===== src/rtl/wstq_pkg.sv =====
`timescale 1ns / 1ps
`default_nettype none

package wstq_pkg;

    localparam int unsigned NumQueues = 8;
    localparam int unsigned MaxTasks  = 256;

    localparam logic [8:0] LINK_NIL = 9'd256;

    localparam logic [2:0] OP_ENQUEUE  = 3'd0;
    localparam logic [2:0] OP_PUSH_HEAD = 3'd1;
    localparam logic [2:0] OP_DEQUEUE  = 3'd2;
    localparam logic [2:0] OP_STEAL    = 3'd3;
    localparam logic [2:0] OP_REMOVE   = 3'd4;

    typedef enum logic [3:0] {
        UOP_NONE,
        UOP_LATCH,
        UOP_LOAD_Q,
        UOP_LOAD_O,
        UOP_DECODE,
        UOP_INS_LINK,
        UOP_INS_JOIN,
        UOP_DEQ_READ,
        UOP_DEQ_WRITE,
        UOP_REM_READ,
        UOP_REM_WRITE,
        UOP_STEAL_SEIZE,
        UOP_STEAL_WALK,
        UOP_STEAL_VICTIM,
        UOP_STEAL_THIEF
    } t_uop;

    typedef struct packed {
        t_uop uop;
        logic finish;
    } t_ctl;

    typedef struct packed {
        logic [2:0] op;
        logic       has;
        logic       full;
        logic       q_empty;
        logic       steal_go;
        logic       keep_zero;
        logic       walk_last;
    } t_status;

endpackage

`default_nettype wire


===== src/rtl/wstq_ctrl.sv =====
`timescale 1ns / 1ps
`default_nettype none

module wstq_ctrl (
    input  wire              i_clk,
    input  wire              i_rst_n,
    input  wire              i_start,
    input  wstq_pkg::t_status i_status,
    output wstq_pkg::t_ctl   o_ctl,
    output logic             o_busy
);

    typedef enum logic [13:0] {
        S_IDLE   = 14'b00000000000001,
        S_LDQ    = 14'b00000000000010,
        S_LDO    = 14'b00000000000100,
        S_DEC    = 14'b00000000001000,
        S_INS1   = 14'b00000000010000,
        S_INS2   = 14'b00000000100000,
        S_DQ1    = 14'b00000001000000,
        S_DQ2    = 14'b00000010000000,
        S_RM1    = 14'b00000100000000,
        S_RM2    = 14'b00001000000000,
        S_SEIZE  = 14'b00010000000000,
        S_WALK   = 14'b00100000000000,
        S_VICT   = 14'b01000000000000,
        S_THIEF  = 14'b10000000000000
    } t_state;

    t_state r_state, n_state;

    always_comb begin
        n_state      = r_state;
        o_ctl.uop    = wstq_pkg::UOP_NONE;
        o_ctl.finish = 1'b0;
        unique case (r_state)
            S_IDLE: begin
                if (i_start) begin
                    o_ctl.uop = wstq_pkg::UOP_LATCH;
                    n_state   = S_LDQ;
                end
            end
            S_LDQ: begin
                o_ctl.uop = wstq_pkg::UOP_LOAD_Q;
                n_state   = S_LDO;
            end
            S_LDO: begin
                o_ctl.uop = wstq_pkg::UOP_LOAD_O;
                n_state   = S_DEC;
            end
            S_DEC: begin
                o_ctl.uop = wstq_pkg::UOP_DECODE;
                unique case (i_status.op)
                    wstq_pkg::OP_ENQUEUE, wstq_pkg::OP_PUSH_HEAD: begin
                        if (!i_status.has || i_status.full) begin
                            o_ctl.finish = 1'b1;
                            n_state      = S_IDLE;
                        end else begin
                            n_state = S_INS1;
                        end
                    end
                    wstq_pkg::OP_DEQUEUE: begin
                        if (i_status.q_empty) begin
                            o_ctl.finish = 1'b1;
                            n_state      = S_IDLE;
                        end else begin
                            n_state = S_DQ1;
                        end
                    end
                    wstq_pkg::OP_STEAL: begin
                        if (!i_status.steal_go) begin
                            o_ctl.finish = 1'b1;
                            n_state      = S_IDLE;
                        end else if (i_status.keep_zero) begin
                            n_state = S_VICT;
                        end else begin
                            n_state = S_SEIZE;
                        end
                    end
                    wstq_pkg::OP_REMOVE: begin
                        if (!i_status.has) begin
                            o_ctl.finish = 1'b1;
                            n_state      = S_IDLE;
                        end else begin
                            n_state = S_RM1;
                        end
                    end
                    default: begin
                        o_ctl.finish = 1'b1;
                        n_state      = S_IDLE;
                    end
                endcase
            end
            S_INS1: begin
                o_ctl.uop = wstq_pkg::UOP_INS_LINK;
                n_state   = S_INS2;
            end
            S_INS2: begin
                o_ctl.uop    = wstq_pkg::UOP_INS_JOIN;
                o_ctl.finish = 1'b1;
                n_state      = S_IDLE;
            end
            S_DQ1: begin
                o_ctl.uop = wstq_pkg::UOP_DEQ_READ;
                n_state   = S_DQ2;
            end
            S_DQ2: begin
                o_ctl.uop    = wstq_pkg::UOP_DEQ_WRITE;
                o_ctl.finish = 1'b1;
                n_state      = S_IDLE;
            end
            S_RM1: begin
                o_ctl.uop = wstq_pkg::UOP_REM_READ;
                n_state   = S_RM2;
            end
            S_RM2: begin
                o_ctl.uop    = wstq_pkg::UOP_REM_WRITE;
                o_ctl.finish = 1'b1;
                n_state      = S_IDLE;
            end
            S_SEIZE: begin
                o_ctl.uop = wstq_pkg::UOP_STEAL_SEIZE;
                n_state   = S_WALK;
            end
            S_WALK: begin
                o_ctl.uop = wstq_pkg::UOP_STEAL_WALK;
                if (i_status.walk_last) begin
                    n_state = S_VICT;
                end
            end
            S_VICT: begin
                o_ctl.uop = wstq_pkg::UOP_STEAL_VICTIM;
                n_state   = S_THIEF;
            end
            S_THIEF: begin
                o_ctl.uop    = wstq_pkg::UOP_STEAL_THIEF;
                o_ctl.finish = 1'b1;
                n_state      = S_IDLE;
            end
            default: begin
                n_state = S_IDLE;
            end
        endcase
    end

    always_ff @(posedge i_clk) begin
        if (!i_rst_n) begin
            r_state <= S_IDLE;
        end else begin
            r_state <= n_state;
        end
    end

    assign o_busy = (r_state != S_IDLE);

`ifndef SYNTHESIS
    a_start_loads: assert property (@(posedge i_clk) disable iff (!i_rst_n)
        (i_start && !o_busy) |=> (r_state == S_LDQ))
        else $error("request not taken into load");
    a_walk_exit: assert property (@(posedge i_clk) disable iff (!i_rst_n)
        (r_state == S_WALK && i_status.walk_last) |=> (r_state == S_VICT))
        else $error("walk did not end in victim update");
    a_finish_idle: assert property (@(posedge i_clk) disable iff (!i_rst_n)
        o_ctl.finish |=> (r_state == S_IDLE))
        else $error("finish without return to idle");
`endif

endmodule

`default_nettype wire


===== config.mk =====
export PLATFORM = sky130hd
export DESIGN_NAME = wstq_ctrl
export DESIGN_NICKNAME = d
export VERILOG_FILES = /design/src/rtl/wstq_pkg.sv /design/src/rtl/wstq_ctrl.sv
export SDC_FILE = /design/constraint.sdc
export NUM_CORES = 1
export LEC_CHECK = 0
export ABC_AREA = 1
export BUFFER_PORTS_ARGS = -buffer_cell sky130_fd_sc_hd__buf_2
export CORE_MARGIN = 2
export CORE_UTILIZATION = 56
export CTS_BUF_LIST = sky130_fd_sc_hd__clkbuf_8
export CTS_CLUSTER_DIAMETER = 100
export CTS_CLUSTER_SIZE = 16
export DETAILED_ROUTE_END_ITERATION = 16
export GPL_TIMING_DRIVEN = 0
export PLACE_DENSITY = 0.81
export SYNTH_ARGS = -nofsm -noshare
export SYNTH_HDL_FRONTEND = slang
export SYNTH_SLANG_ARGS = --single-unit

===== constraint.sdc =====
create_clock -name i_clk -period 1.73 [get_ports i_clk]
set_input_delay 0.0865 -clock i_clk [delete_from_list [all_inputs] [get_ports i_clk]]
set_output_delay 0.0865 -clock i_clk [all_outputs]
set_load 0.005 [all_outputs]

==> Yosys cells after proc, flatten, opt, wreduce, memory -nomap -nowiden <==
Index checks and enable logic that the tools add are counted.
{ "word_totals": {"register_bits": 14, "latchBits": 0, "ramBits": 0, "mem_bits_ro": 0, "out_inout_bits": 6, "mem_count": 0} }
{ "op_classes": {"add_sub_neg": 0, "n_mul": 0, "div_mod_pow": 0, "magnitude_cmp": 0, "eq_ne": 21, "shift": 0, "muxes": 17, "bitwise": 0, "reduce_logical": 6} }
{ "op_table": {"columns": ["cell", "count"], "rows": [
  ["14-bit case mux with 10 select lines", 1],
  ["14-bit case mux with 4 select lines", 1],
  ["4-bit case mux with 14 select lines", 1],
  ["14-bit 2-to-1 mux", 2],
  ["13-bit 2-to-1 mux", 2],
  ["14-bit by 1-bit == test with 1-bit output (second input constant)", 1],
  ["14-bit by 10-bit == test with 1-bit output (second input constant)", 1],
  ["14-bit by 11-bit == test with 1-bit output (second input constant)", 1],
  ["14-bit by 12-bit == test with 1-bit output (second input constant)", 1],
  ["14-bit by 13-bit == test with 1-bit output (second input constant)", 1],
  ["14-bit == test (second input constant)", 1],
  ["14-bit by 2-bit == test with 1-bit output (second input constant)", 1],
  ["14-bit by 3-bit == test with 1-bit output (second input constant)", 1],
  ["14-bit by 4-bit == test with 1-bit output (second input constant)", 1],
  ["14-bit by 5-bit == test with 1-bit output (second input constant)", 1],
  ["14-bit by 6-bit == test with 1-bit output (second input constant)", 1],
  ["14-bit by 7-bit == test with 1-bit output (second input constant)", 1],
  ["14-bit by 8-bit == test with 1-bit output (second input constant)", 1],
  ["14-bit by 9-bit == test with 1-bit output (second input constant)", 1],
  ["14-bit by 1-bit inequality test with 1-bit output (second input constant)", 1],
  ["9-bit 2-to-1 mux", 1],
  ["7-bit 2-to-1 mux", 1],
  ["3-bit by 2-bit == test with 1-bit output (second input constant)", 2],
  ["1-bit 2-to-1 mux", 5],
  ["12 further kinds", 13]
]} }

==> Longest topological paths before layout <==
{ "logic_depth": {"depth_word": 5, "mapped_depth": 11, "mapped_depth_nobuf": 11} }

==> Worst setup path before layout <==
Ideal clock, no wire load.
{ "synth_timing": {"kind": "register to register", "from": "register r_state[4]", "to": "register r_state[13]", "setup_time_ps": 111, "arrival_ps": 1193, "t_required_ps": 1619, "setup_slack_ps": 426, "path_stages_with_launch": 10, "n_path_buf": 0, "period_less_slack_ps": 1304, "cell_sequence": "dfxtp_1 nor2_2 nand2_2 nor2_4 nand2_2 or2_0 nand2_1 inv_2 nand3b_1 inv_1"} }
{ "synth_via": {"elab_chain_len": 3, "word_cells_on_any_way": 14} }
{ "synth_lines": {"columns": ["item", "line", "source"], "rows": [
  ["start, declared", "wstq_ctrl.sv:30", "t_state r_state, n_state;"],
  ["start signal, assigned", "wstq_ctrl.sv:150", "r_state <= n_state;"],
  ["14-bit by 12-bit == test with 1-bit output or 14-bit by 1-bit == test with 1-bit output (tied branches)", "wstq_ctrl.sv:36", "unique case (r_state)"],
  ["2-bit inequality test (no line)", null, null],
  ["2-bit AND reduction (no line)", null, null]
]} }
Several ways; a longest one is shown, not always the timed one.
A chain may end at the register's enable or synchronous reset.

==> run metrics <==
status finished, final reports clean; crit-path max FO 8; wire length per cell 12.4 um; Multi-input gate area approximately 560 um2; via count 1,070; slowest cell delay on critical path 0.34 ns; Gate Count Post-Synth 155; Total Routing Usage GR 25.7%; DR iter-0 viols between 50 and 60; syn_area_per_cell 6.10 um2; Non-Filler Instances ~200; leading cell type in the layout, fill and taps excluded nand2_1; Max Clock Skew 0.00150 ns; Fin. Hold Viols 0; # clock sinks 14; crit share post-route 97.3%; CP max stage cell dfxtp_2; register area ~290 um2; MaxCap Viol Count 0; CTS Hold Bufs 0; share of cells above drive strength 1 29.3%; Top reg by flops r_state; Area Overhead vs Synth 23.8%; setup ws final 0.0468 ns; # fillers 135; vias in the first global route 960; leak pwr 0.665 nW; CP required 1.64 ns; CP Data Arrival Time 1.60 ns; drt pass-1 iters 4; syn_nets 167; CTS tree built; kind of critical path reg -> out; dpl ws 0.219 ns; Root Buffer clkbuf_8; min Tclk post-route 1.68 ns; Final setup viols 0; die height 45.1 um; CP top delay family simple AND/OR/NAND/NOR gates; post-route ant nets 0; initial antenna violation count 0; Tightest Hold Check Type in -> reg; # IOs 18; Clk Latency, worst-skew pair between 0.2 and 0.25 ns; crit-path cells nor2_4 > nand2_2 > nor2_4 > nand2_1 > nand3_1 > inv_1 > nand4_1 > buf_2; DP Cell Count 187; CORE AREA 1540 um2; maximum number of pins on one net before global-route repair 10; global route overflow 0; Starting Density 61.4%; Synth Register Bits 14; RSZ-0062 raised after global routing yes; Ys Warns 0; worst rel slew slack 70.9%; startpoint types flop; Max rail drop VDD 0.591 mV; placer congestion estimate 0.797; max reg flops 14; crit path buf inv count 2; Slew @ Worst Pin 0.432 ns; Slew Limit Fails 0; number of distinct library cells after synthesis 19; clock slew at reported path FFs 0.06 ns; total wire length 2440 um; CTS Buf Count 3; Final HPWL DP ~1800 um; Top cell by count, worst path nor2_4; commonest non-fill, non-tap cells in the layout 32 x nand2_1, 30 x inv_1, 18 x nand3_1; biggest regs r_state (14); CTS max path bufs 2; Post-route DRC 0; fmax roughly 0.59 GHz; fin nets 194; routed vias/inst between 5 and 6; CTS H-tree lvls 1; Die X 45.1 um; sequential element share of the synthesized area between 20% and 30%; mapped cell area approximately 950 um2; endpoint type of the worst setup path output pin; # port buffers 16; fin util 76.0%; global-route wire length before repair 3770 um; Total Die Area 2030 um2; # diodes 0; PD cells 761 nW/um2; Rows 14
## metrics by stage
step / total power [mW] / area (um2) / hold WS, ns / setup TNS, ns
3_3_place_gp: 0.544 / 1050 / 0.267 / 0
4_1_cts: 0.866 / 1100 / 0.0219 / 0
5_1_grt: 0.921 / 1170 / 0.0365 / -0.0745
3_5_place_dp: 0.551 / 1050 / 0.279 / 0
2_1_floorplan: 0.490 / 946 / 0.162 / 0
6_report: 0.891 / 1170 / 0.0202 / 0
## worst register-to-register path: stages, from the launching register on
cell,delay [ns]
dfxtp_1,0.33
nor2_2,0.16
nand2_2,0.14
nor2_2,0.22
nand2_2,0.07
or2_0,0.20
nand2_1,0.08
inv_2,0.08
nand3b_1,0.10
inv_1,0.04
## where the power goes
group | internal [mW] | leakage [nW] | switching, mW | total (mW)
Clock | 0.202 | 0.0288 | 0.120 | 0.322
Combinational | 0.0833 | 0.520 | 0.141 | 0.224
Sequential | 0.335 | 0.116 | 0.0101 | 0.345
## Yosys cell counts, drive strengths merged
| master | number | area, um2 |
|---|---|---|
| nand4 | 5 | 31.3 |
| o21ai | 3 | 15.0 |
| nand2 | 39 | 164 |
| nor4 | 4 | 25.0 |
| o211ai | 1 | 7.51 |
| dfxtp | 14 | 280 |
| nand3 | 18 | 90.1 |
| nor3 | 3 | 15.0 |
| nor3b | 1 | 7.51 |
| nand3b | 5 | 37.5 |
| clkbuf | 1 | 3.75 |
| inv | 34 | 128 |
| or2 | 1 | 6.26 |
| nor2 | 26 | 135 |
## kinds of logic (layout without fill, tap and decap cells)
| family | Yosys count | after routing | synth area share, % |
|---|---|---|---|
| simple gates | 102 | 103 | 54.1 |
| buf+inv | 35 | 60 | 13.9 |
| flops | 14 | 14 | 29.6 |
| compound gates | 4 | 4 | 2.38 |
## timing repair
item	4_1_cts	5_1_grt
resized for setup	0	14
endpoints found under the setup margin	0	4
buffers inserted	0	5
## routing by layer
metal  global-route usage [%]  routed length, um
met3                     4.00                143
met2                     48.3               1190
met4                     8.82                 86
met5                        0                  0
met1                     28.9               1020
## layout make-up
type	instances	share of cell area, %
repair buffers	21	10.0
flip-flops and latches	14	24.5
plain buffers	1	0.321
well taps	16	1.71
clock buffers	4	4.70
inverters	34	10.9
multi-input cells	107	47.9
## path summary, 6_finish.rpt
check,start,to,slack [ns],depth (start not counted)
min,i_status[1],r_state[10],0.02,2
max,r_state[9],o_ctl[1],0.05,8
min reg2reg,r_state[8],r_state[9],0.68,5
max reg2reg,r_state[0],r_state[9],0.20,9
No activity file was read; power rests on OpenSTA's default activity.
